<file path="src/sv/tfcl_ram.sv">
// generic simple dual-port ram with registered read data
module tfcl_ram #(
    parameter int DEPTH = 16,
    parameter int WIDTH = 8,
    localparam int AW = $clog2(DEPTH)
) (
    input  logic             aclk,
    input  logic             we,
    input  logic [AW-1:0]    waddr,
    input  logic [WIDTH-1:0] wdata,
    input  logic [AW-1:0]    raddr,
    output logic [WIDTH-1:0] rdata
);

    logic [WIDTH-1:0] mem [DEPTH];

    always_ff @(posedge aclk) begin
        if (we) begin
            mem[waddr] <= wdata;
        end
        rdata <= mem[raddr];
    end

endmodule

</file>
<file path="config.mk">
export PLATFORM = sky130hd
export DESIGN_NAME = tfcl_ram
export DESIGN_NICKNAME = d
export VERILOG_FILES = /design/src/sv/tfcl_ram.sv
export SDC_FILE = /design/constraint.sdc
export NUM_CORES = 1
export LEC_CHECK = 0
export BUFFER_PORTS_ARGS = -buffer_cell sky130_fd_sc_hd__clkbuf_2
export CELL_PAD_IN_SITES_DETAIL_PLACEMENT = 0
export CELL_PAD_IN_SITES_GLOBAL_PLACEMENT = 2
export CORE_MARGIN = 2
export CORE_UTILIZATION = 35
export CTS_BUF_LIST = sky130_fd_sc_hd__clkbuf_8
export CTS_CLUSTER_DIAMETER = 150
export DETAILED_ROUTE_END_ITERATION = 10
export PLACE_DENSITY_LB_ADDON = 0.08
export REMOVE_ABC_BUFFERS = 1
export SYNTH_ARGS = -nofsm -noshare
export SYNTH_HDL_FRONTEND = slang
export SYNTH_SLANG_ARGS = --single-unit
</file>
<file path="constraint.sdc">
create_clock -name aclk -period 2.3 [get_ports aclk]
set_clock_uncertainty 0.15 [all_clocks]
set_input_delay 0.46 -clock aclk [delete_from_list [all_inputs] [get_ports aclk]]
set_output_delay 0.46 -clock aclk [all_outputs]
set_load 0.03 [all_outputs]
</file>
* Word-level counts from Yosys, hierarchy flattened
Memory sizes are Yosys's and may differ from the RTL's. A register that Yosys moved wholly into a read port is not among the register bits.
Cells that the tools add are included.
** Word-level totals
- Flip-flop bits (word level) :: 0
- Latch bits :: 0
- Memory bits (writable) :: 128
- ROM bits :: 0
- Input port bits :: 18
- Word-level logic and storage cells :: 3
- Memories kept :: 1
** Operators by class
- Add/subtract/negate cells :: 0
- Multiply operators :: 0
- Divide/modulo/power cells :: 0
- Order comparisons :: 0
- Equality and inequality tests :: 0
- Shift-type cells :: 0
- Mux-type cells :: 2
- Bitwise gates (word level) :: 0
- Reduce and logical (&&, ||, !) cells :: 0
** Memory list
- mem :: words 16, bits a word 8, rd ports 1, clocked after Yosys merged registers in 1, wr ports 1, line 15 : logic [WIDTH-1:0] mem [DEPTH];
** Operator list (count)
- two-way mux 1 bit :: 2

* Longest topological paths before layout
- Depth in word-level cells :: 2
- Gate-level depth with buffers :: 5

* Worst setup path before layout
OpenSTA, ideal clock, no wires.
- Path kind :: input-to-reg
- From :: input waddr[2]
- To :: memory mem[0][0], enable pin
- Data arrival time :: 1570 ps
- Setup slack :: 197 ps
- Stages :: 2
- Path buffers :: 0
- Path through :: or3b_2 > nor3_1
** RTL lines
- from (decl) :: line 9 : input logic [AW-1:0] waddr,
- to (decl) :: line 15
No word-level cell before the write port.

==> results.md <==
- CTS tree: done
- Total power per unit cell area: 813.3 nW/um^2
- Num CTS Buffers: 17
- Biggest area contributors in the synthesized netlist: edfxtp_1, mux4_2, mux4_1, dfxtp_1, a22oi_1
- Ratio of cells with drive above 1 in the final layout: 30.30%
- Post-synthesis instance area: 5147 sq um
- Global-route wire length before repair: 16.51 mm
- Most used DFF post-synth: edfxtp_1
- Finished layout cell area: 5966 sq um
- Floorplan Core Area: 14420 sq um
- Fillcell total: 1301
- Count of buffers inserted at the top-level ports: 25
- Diode count: 0
- Max Fclk: 598.2 MHz
- Post-synth top cells: edfxtp_1, mux4_2, a22oi_1
- Total Die Area: 15690 sq um
- Clock-pin slew on the worst setup and hold paths: 0.07 ns
- Startpoint Class: input pin
- Hold slack: 0.2976 ns
- Actual transition at the worst max-transition pin: 0.9200 ns
- Number of warnings printed during yosys synthesis: 0
- Hold-fix buffers at CTS: 0
- Count of mapped cells out of synthesis: 229
- Vertical extent of the die: 125.3 microns
- Number of global-route vias before repair: 2526
- Largest area contributor in the netlist: edfxtp_1
- Total via count after detailed routing: 2414
- Normalized max-slew margin: 38.54%
- Mean area per synthesized cell: 22.48 sq um
- Number of nets with antenna violations after detailed routing: 0
- Count of flip-flops with a built-in enable after synthesis: 128
- Cell Rows: 44
- Number of cells upsized or downsized after cts: 0
- Total leakage power: 2.019 nW
- Maximum number of pins on one net before global-route repair: 33
- Number of top-level design ports: 26
- Most common cell in the synthesized netlist: edfxtp_1
- First-pass DRT Iterations: 4
- Clock Root Buffer: clkbuf_8
- Post-CTS Repair Setup Buffers: 0
- Drt drc: 0
- Register-to-register path setup slack: 0.71 ns
- Final count of hold timing violations: 0
- Crit end category: register
- Drt initial violations: 214
- Proportion of netlist area held by the largest area contributor: 74.67%
- Detailed placer's ending HPWL: 7.020 mm
- Cell area after placement: 5612 sq um
- Critical path class: input pin to register
- Routed wire length: 11.03 mm
- Status: completed
- Final Net Count: 302
- Global router's overall resource usage: 15.14%
- Depth of the CTS H-tree: 4
- Total power: 4.852 mW
- Post-synthesis async set-or-reset flop share: 0%
- Number of maximum-capacitance violations: 0
- Total negative slack: 0 ns
- Required time worst endpoint: 2.47 ns
- Area Growth Syn to Fin: 15.90%
- Max Root-Sink Buffers: 2
- Drt via density: 5.019
- Worst Hold Class: input pin to register
- Worst IR Drop VDD: 0.3887 mV
- Top fanout value on the critical path: 21
- Chip width: 125.3 microns
- Final weighted congestion in routability-driven placement: 0.6769
- RSZ-0062 raised after global routing: false
- Final worst path period need: 1.672 ns
- Initial Utilization: 35.69%
- Detailed-route wire length per cell: 22.94 microns
- Register area share after synthesis: 77.78%
- Number of max-slew violations in the final report: 0
- Number of antenna violations at the first check in global routing: 0
- Count of cell types in the netlist: 19
- Share of the clock period used by the worst path after layout: 72.68%
- Final setup violation count: 0
- Data arrival time of the critical path: 1.84 ns
- FF+latch count, synth: 136
- Grt ovf: 0
- Clock latency of the later-clocked register in the worst-skew pair: 0.43 ns
- Clock sink total: 136
==> path summary, 6_finish.rpt <==
path	startpoint	end	cells after the start
max	raddr[0]	rdata[1]	5
min	wdata[2]	mem[4][2]	1
max reg2reg	mem[11][7]	rdata[7]	3
min reg2reg	mem[14][3]	rdata[3]	3
==> cell families after synthesis <==
| kind of cell | count (synthesis) | share of synthesized area (%) |
|---|---|---|
| flops | 136 | 77.78 |
| simple gates | 35 | 3.184 |
| mux | 32 | 15.02 |
| compound gates | 16 | 2.334 |
| buf+inv | 10 | 1.677 |
==> power breakdown <==
group | internal (mW) | switching, mW
combinational | 0.115 | 0.183
sequential | 2.77 | 0.0189
clock | 0.925 | 0.842
==> critical path, stage by stage <==
cell and delay [ns]:
clkbuf_2 0.15, buf_12 0.21, mux4_1 0.57, a22oi_1 0.33
nand2_1 0.10
==> flip-flops by register name, summed over array words and instances (netlist names) <==
signal,cells
mem,128
rdata,8
==> cells in the final DEF, fill, tap and decap left out <==
| master | netlist | layout |
|---|---|---|
| clkbuf_2 | 0 | 25 |
| nand3b_1 | 2 | 2 |
| edfxtp_1 | 128 | 128 |
| a22oi_1 | 16 | 16 |
| and2_1 | 1 | 1 |
| nor2b_1 | 1 | 1 |
| nand2_1 | 9 | 9 |
| or3b_2 | 1 | 1 |
| inv_1 | 0 | 3 |
| clkbuf_8 | 0 | 17 |
| nor3_1 | 4 | 4 |
| mux4_1 | 14 | 14 |
| clkinv_1 | 0 | 4 |
| mux4_2 | 18 | 18 |
| dfxtp_1 | 8 | 8 |
| buf_12 | 0 | 3 |
| buf_4 | 1 | 18 |
| nand3_1 | 1 | 1 |
| clkinv_2 | 0 | 5 |
| and2b_1 | 1 | 1 |
| clkinv_4 | 0 | 1 |
| nand2b_1 | 2 | 2 |
| bufinv_16 | 0 | 2 |
| nor2_1 | 13 | 13 |
==> per-layer routing <==
layer,global-route usage [%],up-vias,wire length (microns)
li1,-,1083,-
met1,20.89,1253,5087
met2,23.15,63,5242
met3,4.151,15,542
met4,5.686,0,161
met5,0,-,0
==> final cells by class <==
type / count / area [sq um] / share of cell area, %
Multi-Input combinational cell: 83 / 1057 / 17.72
Sequential cell: 136 / 4004 / 67.11
Tap cell: 184 / 230.2 / 3.859
Clock buffer: 17 / 234.0 / 3.922
Clock inverter: 15 / 120.1 / 2.013
Timing Repair Buffer: 46 / 320.3 / 5.369
==> metrics by stage <==
| stage | worst slack [ns] | utilization, % | cells |
|---|---|---|---|
| detailed placement | 0.1899 | 38.91 | 449 |
| global route | 0.5698 | 41.36 | 481 |
| floorplan | 0.1971 | - | 219 |
| CTS | 0.5915 | 41.36 | 481 |
| global placement | 0.1767 | 38.91 | 449 |
| finish | 0.6284 | 41.36 | 481 |
Power figures use the tool's default switching activity.
