## src/sv/tfcl_pkg.sv

```systemverilog
// shared constants, types and helpers of the tolerance flood labeler
package tfcl_pkg;

    localparam int MAX_WIDTH   = 64;
    localparam int MAX_HEIGHT  = 64;
    localparam int STORE_DEPTH = MAX_WIDTH * MAX_HEIGHT;
    localparam int STACK_DEPTH = 16384;

    localparam int ADDR_W  = $clog2(STORE_DEPTH);
    localparam int XW      = $clog2(MAX_WIDTH);
    localparam int YW      = $clog2(MAX_HEIGHT);
    localparam int STK_AW  = $clog2(STACK_DEPTH);
    localparam int SP_W    = $clog2(STACK_DEPTH + 1);

    localparam int DIM_W   = 7;
    localparam int TOL_W   = 9;
    localparam int PIX_W   = 8;
    localparam int LABEL_W = 12;
    localparam int COUNT_W = 13;
    localparam int OP_W    = 2;

    localparam int CFG_AW    = 4;
    localparam int CFG_DW    = 32;
    localparam int S_TDATA_W = 24;
    localparam int S_TUSER_W = OP_W;
    localparam int M_TDATA_W = 32;

    localparam logic [COUNT_W-1:0] COUNT_MAX = '1;

    typedef enum logic [OP_W-1:0] {
        OP_WRITE = 2'd0,
        OP_RUN   = 2'd1,
        OP_READ  = 2'd2,
        OP_NOP   = 2'd3
    } opcode_t;

    typedef struct packed {
        logic [DIM_W-1:0] width;
        logic [DIM_W-1:0] height;
        logic [TOL_W-1:0] tolerance;
        logic [PIX_W-1:0] threshold;
    } cfg_t;

    typedef struct packed {
        logic               visited;
        logic [LABEL_W-1:0] label;
    } lab_entry_t;

    typedef struct packed {
        logic [YW-1:0] y;
        logic [XW-1:0] x;
    } stk_entry_t;

    typedef struct packed {
        logic              en;
        logic [ADDR_W-1:0] addr;
        logic [PIX_W-1:0]  data;
    } pix_wr_t;

    typedef struct packed {
        logic              en;
        logic [ADDR_W-1:0] addr;
        lab_entry_t        data;
    } lab_wr_t;

    typedef struct packed {
        logic              en;
        logic [STK_AW-1:0] addr;
        stk_entry_t        data;
    } stk_wr_t;

endpackage

```

## src/sv/tfcl_cfg.sv

```systemverilog
// apb register file for image size, tolerance and seed threshold
module tfcl_cfg (
    input  logic                       aclk,
    input  logic                       aresetn,
    input  logic                       psel,
    input  logic                       penable,
    input  logic                       pwrite,
    input  logic [tfcl_pkg::CFG_AW-1:0] paddr,
    input  logic [tfcl_pkg::CFG_DW-1:0] pwdata,
    output logic [tfcl_pkg::CFG_DW-1:0] prdata,
    output logic                       pready,
    output tfcl_pkg::cfg_t             cfg
);
    import tfcl_pkg::*;

    localparam logic [1:0] REG_IMAGE_WIDTH  = 2'd0;
    localparam logic [1:0] REG_IMAGE_HEIGHT = 2'd1;
    localparam logic [1:0] REG_TOLERANCE    = 2'd2;
    localparam logic [1:0] REG_THRESHOLD    = 2'd3;

    localparam logic [DIM_W-1:0] WIDTH_RST     = DIM_W'(64);
    localparam logic [DIM_W-1:0] HEIGHT_RST    = DIM_W'(64);
    localparam logic [TOL_W-1:0] TOLERANCE_RST = TOL_W'(3);
    localparam logic [PIX_W-1:0] THRESHOLD_RST = PIX_W'(20);

    logic [DIM_W-1:0] width_reg;
    logic [DIM_W-1:0] height_reg;
    logic [TOL_W-1:0] tolerance_reg;
    logic [PIX_W-1:0] threshold_reg;
    logic             wr_en;
    logic [1:0]       reg_sel;

    assign pready  = 1'b1;
    assign reg_sel = paddr[3:2];
    assign wr_en   = psel & penable & pwrite & pready;

    always_ff @(posedge aclk) begin
        if (!aresetn) begin
            width_reg     <= WIDTH_RST;
            height_reg    <= HEIGHT_RST;
            tolerance_reg <= TOLERANCE_RST;
            threshold_reg <= THRESHOLD_RST;
        end else if (wr_en) begin
            case (reg_sel)
                REG_IMAGE_WIDTH:  width_reg     <= pwdata[DIM_W-1:0];
                REG_IMAGE_HEIGHT: height_reg    <= pwdata[DIM_W-1:0];
                REG_TOLERANCE:    tolerance_reg <= pwdata[TOL_W-1:0];
                REG_THRESHOLD:    threshold_reg <= pwdata[PIX_W-1:0];
                default: ;
            endcase
        end
    end

    always_comb begin
        case (reg_sel)
            REG_IMAGE_WIDTH:  prdata = CFG_DW'(width_reg);
            REG_IMAGE_HEIGHT: prdata = CFG_DW'(height_reg);
            REG_TOLERANCE:    prdata = CFG_DW'(tolerance_reg);
            REG_THRESHOLD:    prdata = CFG_DW'(threshold_reg);
            default:          prdata = '0;
        endcase
    end

    assign cfg = '{width: width_reg, height: height_reg,
                   tolerance: tolerance_reg, threshold: threshold_reg};

endmodule

```

## config.mk

```make
export PLATFORM = sky130hd
export DESIGN_NAME = tfcl_cfg
export DESIGN_NICKNAME = d
export VERILOG_FILES = /design/src/sv/tfcl_pkg.sv /design/src/sv/tfcl_cfg.sv
export SDC_FILE = /design/constraint.sdc
export NUM_CORES = 1
export LEC_CHECK = 0
export ABC_CLOCK_PERIOD_IN_PS = 1200
export BUFFER_PORTS_ARGS = -buffer_cell sky130_fd_sc_hd__buf_2
export CORE_MARGIN = 4
export CORE_UTILIZATION = 43
export CTS_BUF_LIST = sky130_fd_sc_hd__clkbuf_4 sky130_fd_sc_hd__clkbuf_8
export CTS_CLUSTER_SIZE = 20
export DETAILED_ROUTE_END_ITERATION = 8
export GPL_ROUTABILITY_DRIVEN = 0
export PLACE_DENSITY = 0.82
export REMOVE_ABC_BUFFERS = 1
export SLEW_MARGIN = 0
export SYNTH_ARGS = -nofsm -noshare
export SYNTH_HDL_FRONTEND = slang
export SYNTH_SLANG_ARGS = --single-unit
```

## constraint.sdc

```tcl
create_clock -name aclk -period 1.2 [get_ports aclk]
set_clock_uncertainty 0.1 [all_clocks]
set_input_delay 0.18 -clock aclk [delete_from_list [all_inputs] [get_ports aclk]]
set_output_delay 0.18 -clock aclk [all_outputs]
set_load 0.02 [all_outputs]
```

After elaboration in Yosys (flattened, before gate mapping)
Index checks and enable logic that the tools add are counted.

storage, ports and cells
  logic and storage cells = 15
  output and inout bits = 64
  input port bits = 41
  flip-flop bits (word level) = 31

operators by class
  eq/ne operators = 3
  bitwise logic cells = 2
  muxes and demuxes = 1
  reduce and logical (&&, ||, !) cells = 5

operators with widths
  operator                                              count
  case mux 32 bit (4 select lines)                      1
  AND reduction 2 bit                                   4
  equality test 2 bit (second input constant)           2
  AND 1 bit                                             2
  equality test 2 x 1 -> 1 bit (second input constant)  1
  logical NOT 2 bit                                     1

Depth between registers and ports, before layout
  depth after elaboration = 3
  depth in mapped cells = 4
  mapped depth without buffers = 3

Worst setup path after synthesis
OpenSTA, ideal clock, no wires.

  kind = register -> output
  start = register threshold_reg[0]
  end = output port prdata[0] (netlist name)
  cell stages (with the launch flop) = 2
  path buffers = 0
  data required time = 0.920 ns
  arrival = 0.919 ns
  setup slack = 0.001 ns
  cells stage by stage = dfxtp_1 mux4_2

on the way
  cells in the longest elaborated chain, start to end = 1

ends and longest elaborated chain
  element                           line            text
  start, declared                   tfcl_cfg.sv:29  logic [PIX_W-1:0] threshold_reg;
  start signal, assigned            tfcl_cfg.sv:48  REG_THRESHOLD: threshold_reg <= pwdata[PIX_W-1:0];
  case mux 32 bit (4 select lines)  tfcl_cfg.sv:55  case (reg_sel)
  end, declared                     tfcl_cfg.sv:10  output logic [tfcl_pkg::CFG_DW-1:0] prdata,

No other way between the ends. The select of a mux whose other input is x is not followed.

Final worst setup path
  start = register threshold_reg[3]
  end = output port prdata[3] (netlist name)

Same word-level chain as after synthesis.

==> reports/metrics.cfg <==
[synthesis]
netlist_instances=158
synth_top_area_share_pct=38.9
synth_cell_types=19
ys_ff_latch=31
seq_area_frac_synth_pct=38.9
yosys-top-cells-area=dfxtp_1, mux2i_1, buf_4
syn_area_per_cell_um2=10.1
ys_warn_count=0
syn_area_um2=1600
synth.largest_area_cell=dfxtp_1

[finish]
num_antenna_cells=0
final_nets=300
drive_gt1_share_pct=53.3
layout_commonest_cell=buf_4
fillers=286
mostFrequentLayoutCells=buf_4, buf_2, nand2_1
area_growth_pct=51.4
largest_reg_flops=9
post-route-cell-area_um2=2410

[floorplanning]
core-area_um2=3470
die_height_um=68.9
die_x_um=68.9
num_rows=21
dieArea_um2=4750
start_util_pct=46.0
boundaryPins=105

[critical_path]
cp.required_ns=0.92
path_cells=mux4_2 > buf_6
cpMaxStageDelayCell=mux4_2
timing.rr.start=threshold_reg[6]
critPathTopFamily=multiplexers
crit_buf_inv=1
arrival_ns=1.23
critPathKind=register to primary output
timing.rr.end=threshold_reg[6]
cp-end-kind=primary output
startpoint_type=register
reg2reg_slack_ns=0.25
worst-path-max-fanout=2
critPathMaxStageDelay_ns=0.49
r2r_cells=5
cp-startpoint=threshold_reg[3]

[timing]
hold_ws_ns=0.0475
finalSetupViolCount=10
rsz0062_at_grt=true
report.final.slew_viol_count=0
fmax_ghz=0.660
period_needed_ns=1.51
period_share_pct=126
finalWorstSetupSlack_ns=-0.315
final_hold_viol_count=0

[route]
drt_iter0_markers=45
route.detailed.drc=0
routed_via_density=4.51
wl_per_cell_um=12.7
drt_wl_total_mm=3.88
final_antenna_net_count=0
first_pass_iters=4
vias=1377

[outcome]
violations=negative setup slack
status=finished, violations left

[clock_tree]
clk_latency_ns=0.28
htreeDepth=2
clockBufferDepth=2
numCtsBuffers=5
numClockSinks=31
clock-root-buffer=clkbuf_8
hold_buffers=0
tritoncts=built
clk_pin_slew_worst_paths_ns=0.06

[grt]
grt_max_degree=22
grt_pass1_wl_mm=6.15
grt_pass1_vias=1396
grt_use_total_pct=17.5
antenna_found_initial=0
gr-total-overflow=0

[power_and_ir_drop]
power_leakage_uw=0.00118
ir_drop_uv=775
powerDensity_nw_per_um2=922
total_power_uw=2230

[hold_path]
min_path_cells=3
hold_class=primary input to register
min_from=pwdata[8]
holdPathEnd=tolerance_reg[8]

[placed_design]
port_buffers=55
place_area_um2=2140
hpwl_mm=3.03

[run]
maxCapViolCount=0

-- layout make-up --
cell class                      instances  area (um^2)  share of cell area [%]
Clock buffer                            6         82.6                    3.42
Clock inverter                          1         5.00                   0.207
Inverter                                2         7.51                   0.311
Multi-Input combinational cell        114          821                    34.0
Sequential cell                        31          639                    26.5
Tap cell                               46         57.6                    2.38
Timing Repair Buffer                  105          802                    33.2
-- Yosys cell counts --
| master | instances |
|---|---|
| nor2_2 | 1 |
| nand2_1 | 35 |
| nor3_2 | 1 |
| dfxtp_1 | 31 |
| buf_2 | 1 |
| clkbuf_1 | 5 |
| o21ai_0 | 2 |
| conb_1 | 2 |
| nor2b_1 | 8 |
| o311ai_0 | 2 |
| buf_4 | 25 |
| mux4_2 | 7 |
| nand3_4 | 1 |
| inv_1 | 2 |
| mux2i_1 | 30 |
| buf_6 | 2 |
| and3b_1 | 1 |
| or3b_1 | 1 |
| nor3b_1 | 1 |
-- worst max-delay path by stage --
| stage | end | slack, ns | cells after the start |
|---|---|---|---|
| after floorplan | tolerance_reg[0] | -0.54 | 3 |
| after global placement | prdata[3] | -0.33 | 3 |
| after detailed placement | prdata[3] | -0.34 | 3 |
| after CTS | prdata[3] | -0.32 | 2 |
| after global routing | prdata[3] | -0.35 | 2 |
| final | prdata[3] | -0.31 | 2 |
-- cell families (layout without fill, tap and decap cells) --
group,count (synthesis),count (layout),synth area share [%]
AO/OA/AOI/OAI,4,4,1.73
buffers and inverters,35,114,15.1
other,2,24,0.471
flip-flops,31,31,38.9
multiplexers,37,37,28.7
AND/OR/NAND/NOR,49,49,15.1
-- through the flow --
stage | cells | utilization, % | setup slack [ns] | TNS, ns
after floorplan | 147 | - | -0.536 | -4.82
after global placement | 289 | 61.7 | -0.333 | -5.34
after detailed placement | 289 | 61.7 | -0.341 | -6.14
after CTS | 303 | 68.5 | -0.316 | -2.16
after global routing | 305 | 69.6 | -0.345 | -2.65
final | 305 | 69.6 | -0.315 | -2.22
-- repair_timing --
| action | 4_1_cts | 5_1_grt |
|---|---|---|
| resized for setup | 36 | 12 |
| setup buffers | 7 | 3 |
| endpoints found under the setup margin | 9 | 14 |
-- layer usage --
| layer | wire length [um] | GRT usage, % | vias up |
|---|---|---|---|
| met5 | 0 | 0 | - |
| met4 | 0 | 2.19 | 0 |
| met3 | 346 | 5.67 | 0 |
| met2 | 1990 | 33.9 | 61 |
| met1 | 1540 | 18.7 | 633 |
| li1 | - | - | 683 |
-- worst min-delay path, stage by stage --
cell,delay (ns)
buf_2,0.09
nand2_1,0.05
mux2i_1,0.06
-- power by group --
group | leakage [uW] | switching (uW) | internal, uW
sequential | 0.000257 | 7.26 | 1040
clock | 0.0000470 | 356 | 449
combinational | 0.000872 | 214 | 156
total | 0.00118 | 577 | 1650
Power figures use the tool's default switching activity.
