$ cat config.mk
export PLATFORM = sky130hd
export DESIGN_NAME = tfcl_ctrl
export DESIGN_NICKNAME = d
export VERILOG_FILES = /design/src/sv/tfcl_pkg.sv /design/src/sv/tfcl_ctrl.sv
export SDC_FILE = /design/constraint.sdc
export NUM_CORES = 1
export LEC_CHECK = 0
export ABC_AREA = 0
export BUFFER_PORTS_ARGS = -buffer_cell sky130_fd_sc_hd__buf_2
export CAP_MARGIN = 20
export CELL_PAD_IN_SITES_DETAIL_PLACEMENT = 1
export CELL_PAD_IN_SITES_GLOBAL_PLACEMENT = 2
export CORE_ASPECT_RATIO = 0.75
export CORE_MARGIN = 2
export CORE_UTILIZATION = 37
export DETAILED_ROUTE_END_ITERATION = 16
export PLACE_DENSITY_LB_ADDON = 0.1
export SYNTH_ARGS = -nofsm -noshare
export SYNTH_HDL_FRONTEND = slang
export SYNTH_SLANG_ARGS = --single-unit
$ cat constraint.sdc
create_clock -name aclk -period 15.7 [get_ports aclk]
set_clock_uncertainty 0.05 [all_clocks]
set_input_delay 1.57 -clock aclk [delete_from_list [all_inputs] [get_ports aclk]]
set_output_delay 1.57 -clock aclk [all_outputs]
set_load 0.03 [all_outputs]
$ cat src/sv/tfcl_pkg.sv
// shared constants, types and helpers of the tolerance flood labeler
package tfcl_pkg;

    localparam int MAX_WIDTH   = 64;
    localparam int MAX_HEIGHT  = 64;
    localparam int STORE_DEPTH = MAX_WIDTH * MAX_HEIGHT;
    localparam int STACK_DEPTH = 16384;

    localparam int ADDR_W  = $clog2(STORE_DEPTH);
    localparam int XW      = $clog2(MAX_WIDTH);
    localparam int YW      = $clog2(MAX_HEIGHT);
    localparam int STK_AW  = $clog2(STACK_DEPTH);
    localparam int SP_W    = $clog2(STACK_DEPTH + 1);

    localparam int DIM_W   = 7;
    localparam int TOL_W   = 9;
    localparam int PIX_W   = 8;
    localparam int LABEL_W = 12;
    localparam int COUNT_W = 13;
    localparam int OP_W    = 2;

    localparam int CFG_AW    = 4;
    localparam int CFG_DW    = 32;
    localparam int S_TDATA_W = 24;
    localparam int S_TUSER_W = OP_W;
    localparam int M_TDATA_W = 32;

    localparam logic [COUNT_W-1:0] COUNT_MAX = '1;

    typedef enum logic [OP_W-1:0] {
        OP_WRITE = 2'd0,
        OP_RUN   = 2'd1,
        OP_READ  = 2'd2,
        OP_NOP   = 2'd3
    } opcode_t;

    typedef struct packed {
        logic [DIM_W-1:0] width;
        logic [DIM_W-1:0] height;
        logic [TOL_W-1:0] tolerance;
        logic [PIX_W-1:0] threshold;
    } cfg_t;

    typedef struct packed {
        logic               visited;
        logic [LABEL_W-1:0] label;
    } lab_entry_t;

    typedef struct packed {
        logic [YW-1:0] y;
        logic [XW-1:0] x;
    } stk_entry_t;

    typedef struct packed {
        logic              en;
        logic [ADDR_W-1:0] addr;
        logic [PIX_W-1:0]  data;
    } pix_wr_t;

    typedef struct packed {
        logic              en;
        logic [ADDR_W-1:0] addr;
        lab_entry_t        data;
    } lab_wr_t;

    typedef struct packed {
        logic              en;
        logic [STK_AW-1:0] addr;
        stk_entry_t        data;
    } stk_wr_t;

endpackage

$ cat src/sv/tfcl_ctrl.sv
// request handling, clearing pass, raster scan and stack-driven flood sequencer
module tfcl_ctrl (
    input  logic                          aclk,
    input  logic                          aresetn,
    input  tfcl_pkg::cfg_t                cfg,
    input  logic                          s_tvalid,
    output logic                          s_tready,
    input  logic [tfcl_pkg::S_TDATA_W-1:0] s_tdata,
    input  logic [tfcl_pkg::S_TUSER_W-1:0] s_tuser,
    output logic                          m_tvalid,
    input  logic                          m_tready,
    output logic [tfcl_pkg::M_TDATA_W-1:0] m_tdata,
    output tfcl_pkg::pix_wr_t             pix_wr,
    output logic [tfcl_pkg::ADDR_W-1:0]   pix_raddr,
    input  logic [tfcl_pkg::PIX_W-1:0]    pix_rdata,
    output tfcl_pkg::lab_wr_t             lab_wr,
    output logic [tfcl_pkg::ADDR_W-1:0]   lab_raddr,
    input  tfcl_pkg::lab_entry_t          lab_rdata,
    output tfcl_pkg::stk_wr_t             stk_wr,
    output logic [tfcl_pkg::STK_AW-1:0]   stk_raddr,
    input  tfcl_pkg::stk_entry_t          stk_rdata
);
    import tfcl_pkg::*;

    typedef enum logic [10:0] {
        S_IDLE      = 11'b000_0000_0001,
        S_RDOUT     = 11'b000_0000_0010,
        S_CLEAR     = 11'b000_0000_0100,
        S_SCAN_RD   = 11'b000_0000_1000,
        S_SCAN_CHK  = 11'b000_0001_0000,
        S_POP       = 11'b000_0010_0000,
        S_CUR_LATCH = 11'b000_0100_0000,
        S_CUR_RD    = 11'b000_1000_0000,
        S_CUR_CHK   = 11'b001_0000_0000,
        S_NB_RD     = 11'b010_0000_0000,
        S_NB_CHK    = 11'b100_0000_0000
    } state_t;

    typedef enum logic [1:0] {
        NB_UP    = 2'd0,
        NB_DOWN  = 2'd1,
        NB_LEFT  = 2'd2,
        NB_RIGHT = 2'd3
    } nb_dir_t;

    function automatic logic [DIM_W-1:0] clamp_dim(input logic [DIM_W-1:0] v,
                                                   input logic [DIM_W-1:0] vmax);
        logic [DIM_W-1:0] r;
        if (v == '0) begin
            r = DIM_W'(1);
        end else if (v > vmax) begin
            r = vmax;
        end else begin
            r = v;
        end
        return r;
    endfunction

    function automatic logic [ADDR_W-1:0] idx_of(input logic [YW-1:0] y,
                                                 input logic [XW-1:0] x,
                                                 input logic [DIM_W-1:0] w);
        logic [YW+DIM_W-1:0] prod;
        prod = (YW+DIM_W)'(y) * (YW+DIM_W)'(w);
        return ADDR_W'(prod + (YW+DIM_W)'(x));
    endfunction

    state_t            state_reg, state_next;
    nb_dir_t           nb_sel_reg, nb_sel_next;
    logic [DIM_W-1:0]  w_reg, w_next;
    logic [DIM_W-1:0]  h_reg, h_next;
    logic [ADDR_W-1:0] clr_idx_reg, clr_idx_next;
    logic [ADDR_W-1:0] sidx_reg, sidx_next;
    logic [XW-1:0]     sx_reg, sx_next;
    logic [YW-1:0]     sy_reg, sy_next;
    logic [XW-1:0]     cx_reg, cx_next;
    logic [YW-1:0]     cy_reg, cy_next;
    logic [ADDR_W-1:0] cur_idx_reg, cur_idx_next;
    logic [XW-1:0]     nx_reg, nx_next;
    logic [YW-1:0]     ny_reg, ny_next;
    logic [PIX_W-1:0]  cur_pix_reg, cur_pix_next;
    logic [SP_W-1:0]   sp_reg, sp_next;
    logic [COUNT_W-1:0] comp_reg, comp_next;
    logic [COUNT_W-1:0] count_reg, count_next;
    logic              cleared_reg, cleared_next;
    logic              out_valid_reg, out_valid_next;
    logic [LABEL_W-1:0] out_label_reg, out_label_next;
    logic              out_reached_reg, out_reached_next;
    logic [COUNT_W-1:0] out_count_reg, out_count_next;

    logic [ADDR_W-1:0] in_addr;
    logic [PIX_W-1:0]  in_value;
    opcode_t           in_op;
    logic              in_fire;
    logic              advance;
    logic              scan_row_end;
    logic              scan_last;
    logic              nb_exists;
    logic [ADDR_W-1:0] nb_idx;
    logic [XW-1:0]     nb_x;
    logic [YW-1:0]     nb_y;
    logic [PIX_W-1:0]  diff;
    logic              nb_join;

    assign in_addr  = s_tdata[ADDR_W-1:0];
    assign in_value = s_tdata[ADDR_W +: PIX_W];
    assign in_op    = opcode_t'(s_tuser);

    assign scan_row_end = (DIM_W'(sx_reg) + DIM_W'(1)) == w_reg;
    assign scan_last    = scan_row_end && ((DIM_W'(sy_reg) + DIM_W'(1)) == h_reg);

    // neighbour in the current direction, indexed off the current pixel
    always_comb begin
        nb_exists = 1'b0;
        nb_idx    = cur_idx_reg;
        nb_x      = cx_reg;
        nb_y      = cy_reg;
        case (nb_sel_reg)
            NB_UP: begin
                nb_exists = cy_reg != '0;
                nb_idx    = cur_idx_reg - ADDR_W'(w_reg);
                nb_y      = cy_reg - YW'(1);
            end
            NB_DOWN: begin
                nb_exists = (DIM_W'(cy_reg) + DIM_W'(1)) < h_reg;
                nb_idx    = cur_idx_reg + ADDR_W'(w_reg);
                nb_y      = cy_reg + YW'(1);
            end
            NB_LEFT: begin
                nb_exists = cx_reg != '0;
                nb_idx    = cur_idx_reg - ADDR_W'(1);
                nb_x      = cx_reg - XW'(1);
            end
            NB_RIGHT: begin
                nb_exists = (DIM_W'(cx_reg) + DIM_W'(1)) < w_reg;
                nb_idx    = cur_idx_reg + ADDR_W'(1);
                nb_x      = cx_reg + XW'(1);
            end
            default: ;
        endcase
    end

    assign diff    = (cur_pix_reg > pix_rdata) ? cur_pix_reg - pix_rdata
                                               : pix_rdata - cur_pix_reg;
    assign nb_join = !lab_rdata.visited && (TOL_W'(diff) < cfg.tolerance);

    always_comb begin
        state_next       = state_reg;
        nb_sel_next      = nb_sel_reg;
        w_next           = w_reg;
        h_next           = h_reg;
        clr_idx_next     = clr_idx_reg;
        sidx_next        = sidx_reg;
        sx_next          = sx_reg;
        sy_next          = sy_reg;
        cx_next          = cx_reg;
        cy_next          = cy_reg;
        cur_idx_next     = cur_idx_reg;
        nx_next          = nx_reg;
        ny_next          = ny_reg;
        cur_pix_next     = cur_pix_reg;
        sp_next          = sp_reg;
        comp_next        = comp_reg;
        count_next       = count_reg;
        cleared_next     = cleared_reg;
        out_valid_next   = out_valid_reg && !m_tready;
        out_label_next   = out_label_reg;
        out_reached_next = out_reached_reg;
        out_count_next   = out_count_reg;

        s_tready  = 1'b0;
        in_fire   = 1'b0;
        advance   = 1'b0;
        pix_wr    = '0;
        lab_wr    = '0;
        stk_wr    = '0;
        pix_raddr = sidx_reg;
        lab_raddr = sidx_reg;
        stk_raddr = STK_AW'(sp_reg - SP_W'(1));

        case (state_reg)
            S_IDLE: begin
                s_tready  = !out_valid_reg || m_tready;
                in_fire   = s_tvalid && s_tready;
                lab_raddr = in_addr;
                if (in_fire) begin
                    case (in_op)
                        OP_WRITE: begin
                            pix_wr           = '{en: 1'b1, addr: in_addr, data: in_value};
                            out_valid_next   = 1'b1;
                            out_label_next   = '0;
                            out_reached_next = 1'b0;
                            out_count_next   = count_reg;
                        end
                        OP_RUN: begin
                            w_next       = clamp_dim(cfg.width, DIM_W'(MAX_WIDTH));
                            h_next       = clamp_dim(cfg.height, DIM_W'(MAX_HEIGHT));
                            clr_idx_next = '0;
                            state_next   = S_CLEAR;
                        end
                        OP_READ: begin
                            state_next = S_RDOUT;
                        end
                        default: begin
                            out_valid_next   = 1'b1;
                            out_label_next   = '0;
                            out_reached_next = 1'b0;
                            out_count_next   = count_reg;
                        end
                    endcase
                end
            end
            S_RDOUT: begin
                // label store holds garbage until the first clearing pass
                out_valid_next   = 1'b1;
                out_label_next   = cleared_reg ? lab_rdata.label : '0;
                out_reached_next = cleared_reg && lab_rdata.visited;
                out_count_next   = count_reg;
                state_next       = S_IDLE;
            end
            S_CLEAR: begin
                lab_wr       = '{en: 1'b1, addr: clr_idx_reg, data: '0};
                clr_idx_next = clr_idx_reg + ADDR_W'(1);
                if (clr_idx_reg == ADDR_W'(STORE_DEPTH - 1)) begin
                    cleared_next = 1'b1;
                    sidx_next    = '0;
                    sx_next      = '0;
                    sy_next      = '0;
                    comp_next    = '0;
                    state_next   = S_SCAN_RD;
                end
            end
            S_SCAN_RD: begin
                pix_raddr  = sidx_reg;
                lab_raddr  = sidx_reg;
                state_next = S_SCAN_CHK;
            end
            S_SCAN_CHK: begin
                if (!lab_rdata.visited && pix_rdata > cfg.threshold) begin
                    stk_wr     = '{en: 1'b1, addr: '0, data: '{y: sy_reg, x: sx_reg}};
                    sp_next    = SP_W'(1);
                    state_next = S_POP;
                end else begin
                    advance = 1'b1;
                end
            end
            S_POP: begin
                if (sp_reg == '0) begin
                    comp_next = (comp_reg == COUNT_MAX) ? comp_reg : comp_reg + COUNT_W'(1);
                    advance   = 1'b1;
                end else begin
                    stk_raddr  = STK_AW'(sp_reg - SP_W'(1));
                    sp_next    = sp_reg - SP_W'(1);
                    state_next = S_CUR_LATCH;
                end
            end
            S_CUR_LATCH: begin
                cy_next      = stk_rdata.y;
                cx_next      = stk_rdata.x;
                cur_idx_next = idx_of(stk_rdata.y, stk_rdata.x, w_reg);
                state_next   = S_CUR_RD;
            end
            S_CUR_RD: begin
                pix_raddr  = cur_idx_reg;
                lab_raddr  = cur_idx_reg;
                state_next = S_CUR_CHK;
            end
            S_CUR_CHK: begin
                if (lab_rdata.visited) begin
                    state_next = S_POP;
                end else begin
                    lab_wr = '{en: 1'b1, addr: cur_idx_reg,
                               data: '{visited: 1'b1, label: comp_reg[LABEL_W-1:0]}};
                    cur_pix_next = pix_rdata;
                    nb_sel_next  = NB_UP;
                    state_next   = S_NB_RD;
                end
            end
            S_NB_RD: begin
                pix_raddr = nb_idx;
                lab_raddr = nb_idx;
                if (nb_exists) begin
                    nx_next    = nb_x;
                    ny_next    = nb_y;
                    state_next = S_NB_CHK;
                end else if (nb_sel_reg == NB_RIGHT) begin
                    state_next = S_POP;
                end else begin
                    nb_sel_next = nb_dir_t'(nb_sel_reg + 2'd1);
                end
            end
            S_NB_CHK: begin
                // a push onto a full stack is dropped
                if (nb_join && sp_reg != SP_W'(STACK_DEPTH)) begin
                    stk_wr  = '{en: 1'b1, addr: sp_reg[STK_AW-1:0],
                                data: '{y: ny_reg, x: nx_reg}};
                    sp_next = sp_reg + SP_W'(1);
                end
                if (nb_sel_reg == NB_RIGHT) begin
                    state_next = S_POP;
                end else begin
                    nb_sel_next = nb_dir_t'(nb_sel_reg + 2'd1);
                    state_next  = S_NB_RD;
                end
            end
            default: begin
                state_next = S_IDLE;
            end
        endcase

        // step the raster scan, or finish the run on the last pixel
        if (advance) begin
            if (scan_last) begin
                count_next       = comp_next;
                out_valid_next   = 1'b1;
                out_label_next   = '0;
                out_reached_next = 1'b0;
                out_count_next   = comp_next;
                state_next       = S_IDLE;
            end else begin
                sidx_next = sidx_reg + ADDR_W'(1);
                if (scan_row_end) begin
                    sx_next = '0;
                    sy_next = sy_reg + YW'(1);
                end else begin
                    sx_next = sx_reg + XW'(1);
                end
                state_next = S_SCAN_RD;
            end
        end
    end

    always_ff @(posedge aclk) begin
        if (!aresetn) begin
            state_reg     <= S_IDLE;
            nb_sel_reg    <= NB_UP;
            sp_reg        <= '0;
            comp_reg      <= '0;
            count_reg     <= '0;
            cleared_reg   <= 1'b0;
            out_valid_reg <= 1'b0;
        end else begin
            state_reg     <= state_next;
            nb_sel_reg    <= nb_sel_next;
            sp_reg        <= sp_next;
            comp_reg      <= comp_next;
            count_reg     <= count_next;
            cleared_reg   <= cleared_next;
            out_valid_reg <= out_valid_next;
        end
    end

    always_ff @(posedge aclk) begin
        w_reg           <= w_next;
        h_reg           <= h_next;
        clr_idx_reg     <= clr_idx_next;
        sidx_reg        <= sidx_next;
        sx_reg          <= sx_next;
        sy_reg          <= sy_next;
        cx_reg          <= cx_next;
        cy_reg          <= cy_next;
        cur_idx_reg     <= cur_idx_next;
        nx_reg          <= nx_next;
        ny_reg          <= ny_next;
        cur_pix_reg     <= cur_pix_next;
        out_label_reg   <= out_label_next;
        out_reached_reg <= out_reached_next;
        out_count_reg   <= out_count_next;
    end

    assign m_tvalid = out_valid_reg;
    assign m_tdata  = M_TDATA_W'({out_count_reg, out_reached_reg, out_label_reg});

endmodule

# Word-level counts from Yosys, hierarchy flattened
# Cells that the tools add are included.
[op_classes]
n_addsub = 23
n_mul = 1
order_cmp = 7
eq_ne = 34
mux = 83
n_bitwise = 1
reduce_logical = 33
[op_table]
columns = ["operator", "n"]
rows = [
  ["$mux W12", 11],
  ["$pmux W11 S10", 1],
  ["$mux W13", 7],
  ["$mux W11", 7],
  ["$pmux W12 S2", 3],
  ["$mux W21", 3],
  ["$mux W6", 10],
  ["$mux W27", 2],
  ["$pmux W27 S2", 1],
  ["$pmux W13 S2", 2],
  ["$pmux W26 S2", 1],
  ["$pmux W12 S4", 1],
  ["$mux W15", 3],
  ["$pmux W15 S3", 1],
  ["$add A12 B1 Y12 const B", 3],
  ["$pmux W12 S3", 1],
  ["$add A6 B1 Y7 const B", 4],
  ["$mux W26", 1],
  ["$add A6 B1 Y6 const B", 4],
  ["$pmux W6 S2", 2],
  ["$pmux W11 S2", 1],
  ["$mux W10", 2],
  ["$gt A8 B8 Y1", 2],
  ["$sub A8 B8 Y8", 2],
  ["other kinds (58)", 107],
]
[totals]
reg_bits = 176
input_bits = 94
out_inout_bits = 146
wordCells = 206

# Depth between registers and ports, before layout
[logic_depth]
depth_word = 7
mapped_depth = 22

# Worst setup path after synthesis
# Ideal clock, no wire load.
[synth_path]
path_kind = "input to output"
from = "input pix_rdata[2] (netlist name)"
to = "output stk_wr[10] (netlist name)"
arrival_ps = 5688
t_required_ps = 14080
slack_ps = 8392
cell_stages = 19
n_path_buf = 3
cell_sequence = "inv_1 > ha_1 > clkbuf_1 > a21o_1 > a21oi_1 > o211ai_1 > and2_1 > clkbuf_1 > mux2_2 > a221o_1 > a211oi_1 > ha_1 > o211ai_1 > a21oi_1 > o21ai_0 > a21oi_1 > nor3b_1 > clkbuf_1 > a22o_1"
[synth_lines]
columns = ["element", "line", "text"]
rows = [
  ["from (decl)", "tfcl_ctrl.sv:15", "input logic [tfcl_pkg::PIX_W-1:0] pix_rdata,"],
  ["to (decl)", "tfcl_ctrl.sv:19", "output tfcl_pkg::stk_wr_t stk_wr,"],
]

==> impl_results.md <==
* Setup ws final at between 7 and 8 ns
* Fmax at 122 MHz
* 1st-pass router iterations at 5
* Combinational share of power at 19.7%
* Worst Max-Slew Pin Slew at 1.07 ns
* Clock power frac at 37.7%
* Crit start category: primary input
* Vias at 12576
* Total congestion overflow at 0
* Part of the power in registers at 42.6%
* Global-route wire length before repair at 72300 µm
* Pleak at 7.20 nW
* Post-synthesis async set-or-reset flop share at 0%
* Rows at 60
* Clock Sinks at between 150 and 200
* Synth Area in Compound Gates at 17.4%
* Xor and xnor area share after synthesis at 5.31%
* Initial antenna violation count at 0
* Status: finished clean
* Die Footprint at 38100 µm²
* CP max FO at 15
* Die Ht at ~170 µm
* Post-DRT Antenna Nets at 0
* RSZ-0062 raised after global routing: no
* Via density at 5.58
* Main combinational cell family by area after synthesis: simple AND/OR/NAND/NOR gates
* I/O Pins at 240
* Most frequent cells in the layout: 229 x buf_2, 169 x nand2_1, 124 x nor2_1
* CTS tree: yes
* Netlist cell types at 81
* Met3 WL at 1950 µm
* Count of final setup violators at 0
* Post-cts resize count at 0
* Setup CP Type: primary input to output pin
* Initial core utilization at 37.6%
* TritonCTS buffer count at 17
* Primary FF master, synth: dfxtp_1
* Setup crit end kind: output pin
* PortBufs at 229
* DR WL/cell at 20.2 µm
* Post-synth EDFFs at 70
* Max FFs per register at 15
* Cells after Synth at between 1500 and 2000
* Clock latency at the later pin of the worst-skew pair at 0.47 ns
* Number of max-cap violations at 0
* Met1 Routed Length at 24000 µm
* FF+latch count, synth at 176
* Largest net degree at the start of global routing at between 40 and 50
* Syn Area/Cell at roughly 8.5 µm²
* Core area at 36000 µm²
* CP arrival at between 6 and 7 ns
* Worst-path clk slew at around 0.070 ns
* N_diodes at 0
* Gp weighted congestion at roughly 0.82
* Setup Buffers After CTS at 0
* Worst min-delay path class: flop to flop
* Initial DRC Count at 918
* Max VDD drop at about 44 µV
* Internal Pwr Total at roughly 790 µW
* Area Overhead vs Synth at 15.6%
* Cts hold-fix bufs at 0
* Worst rel slew slack at about 28%
* Final Hold Violating Endpoints at 0
* Slew Viols, Final at 0
* Share of cells above drive strength 1 at 17.0%
* Most common cell after layout, fill and taps aside: buf_2
* Maximum root-to-sink buffer count at 2
* Post-layout nets at 2010
* Simple-gate share of the synthesized area at 23.4%
* Worst path required time at 14.08 ns
* Net load switching power at 365 µW
* Synth Area in Adders at 14.4%
* Net Sw Frac at 31.7%
* Post-synthesis sequential area ratio at 31.2%
* Synth Warn # at 0
* Root Buffer: clkbuf_16
* DP HPWL at 34800 µm
* Met2 routed WL at 19200 µm
* Pwr per Cell Area at 73.5 nW/µm²
* # DRC at 0
* Setup_tns at 0 ns
* Vias in the first global route at ~13000
* GR Util All Layers at 24.1%
* Mux contribution to synthesized area at 2.20%
* Routed WL at 45700 µm
* Die width at approximately 220 µm
* Min Tclk post-route at 8.18 ns
* R2R Setup Slk at 10.07 ns
* Part of the cycle the worst path needs at 52.1%
* H-tree Lvls at 4
* Post-Place Worst Slack at ~7.6 ns
* Max layer used: met4
* Post-Syn Area at 13500 µm²
==> cell usage after synthesis (6+ instances only) <==
cell type / number / share of area (%)
nand2_1: 169 / 4.7
nor2_1: 124 / 3.4
inv_1: 115 / 3.2
ha_1: 111 / 10
dfxtp_1: 106 / 16
a21oi_1: 81 / 3.0
edfxtp_1: 70 / 16
and3_1: 69 / 3.2
clkbuf_1: 67 / 1.9
and2_1: 56 / 2.6
xnor2_1: 56 / 3.6
o21ai_0: 55 / 2.0
nand3_1: 39 / 1.4
nor3_1: 36 / 1.3
fa_1: 28 / 4.1
o211ai_1: 26 / 1.4
xor2_1: 26 / 1.7
a22o_1: 25 / 1.6
a31oi_1: 25 / 1.2
nand4_1: 24 / 1.1
mux2i_1: 23 / 1.7
a22oi_1: 21 / 1.2
a21o_1: 20 / 1.1
nor2b_1: 20 / 0.92
and4_1: 14 / 0.91
buf_2: 12 / 0.44
nor4_1: 12 / 0.55
nand2b_1: 11 / 0.51
or4_1: 9 / 0.50
buf_4: 8 / 0.44
o21a_1: 8 / 0.44
o31ai_1: 8 / 0.44
or3_1: 8 / 0.37
a211oi_1: 7 / 0.39
buf_1: 7 / 0.19
o311ai_0: 6 / 0.39
==> per-stage QoR <==
step | hold WS [ns] | cell area [µm²] | total power, mW | std cells | utilization, %
CTS | 0.410 | 15600 | 1.16 | 2252 | 43.4
global route | 0.447 | 15700 | 1.21 | 2255 | 43.5
finish | 0.410 | 15700 | 1.15 | 2255 | 43.5
detailed placement | 0.398 | 15000 | 0.725 | 2220 | 41.8
floorplan | 0.382 | 13600 | 0.661 | 1603 | -
global placement | 0.395 | 15000 | 0.719 | 2220 | 41.8
==> power groups by stage <==
stage,Clock (mW),Combinational (mW),Sequential [mW]
6_report,0.434,0.226,0.490
5_1_grt,0.462,0.256,0.490
4_1_cts,0.444,0.226,0.490
3_5_place_dp,0,0.224,0.500
3_3_place_gp,0,0.219,0.500
2_1_floorplan,0,0.164,0.497
==> critical path, stage by stage <==
cell	delay, ns
buf_2	0.10
ha_1	0.20
inv_1	0.07
fa_1	0.39
a21o_1	0.19
a21oi_1	0.37
o211ai_1	0.24
and2_1	0.33
mux2_2	0.32
a221o_1	0.29
a211oi_1	0.25
ha_1	0.28
o211ai_1	0.09
a21oi_1	0.08
o21ai_0	0.19
a21oi_1	0.12
nor3b_2	0.70
buf_4	0.34
a22o_1	0.21
buf_2	0.21
==> kinds of logic (layout without fill, tap and decap cells) <==
logic type | after synthesis | in the layout
AOI/OAI and AO/OA | 344 | 344
xor gates and xnor gates | 82 | 82
adders and majority gates | 139 | 139
buffers and inverters | 209 | 396
DFF | 176 | 176
muxes | 28 | 28
other | 1 | 6
and+or+nand+nor | 619 | 619
==> layout make-up <==
cell class / instances / area (µm²)
timing repair buffer: 249 / 1320
inverter: 115 / 432
tap: 465 / 582
multi-input combinational: 1218 / 8510
fill: 4338 / 20300
clock inverter: 15 / 153
sequential: 176 / 4220
clock buffer: 17 / 425
==> layer usage <==
metal / vias up / GRT usage (%)
met5: - / 0
met4: 0 / 5.44
met3: 24 / 3.06
met2: 277 / 36.2
met1: 6225 / 36.6
li1: 6050 / -
==> path summary, 6_finish.rpt <==
path,startpoint,cells past startpoint,endpoint
worst max-delay path,pix_rdata[0],20,stk_wr[5]
worst min-delay path,cleared_reg$_SDFFE_PN0P_,2,cleared_reg$_SDFFE_PN0P_
worst max register to register,cur_pix_reg[0]$_DFFE_PP_,18,sp_reg[7]$_SDFFE_PN0P_
worst min register to register,cleared_reg$_SDFFE_PN0P_,2,cleared_reg$_SDFFE_PN0P_
No activity file was read; power rests on OpenSTA's default activity.
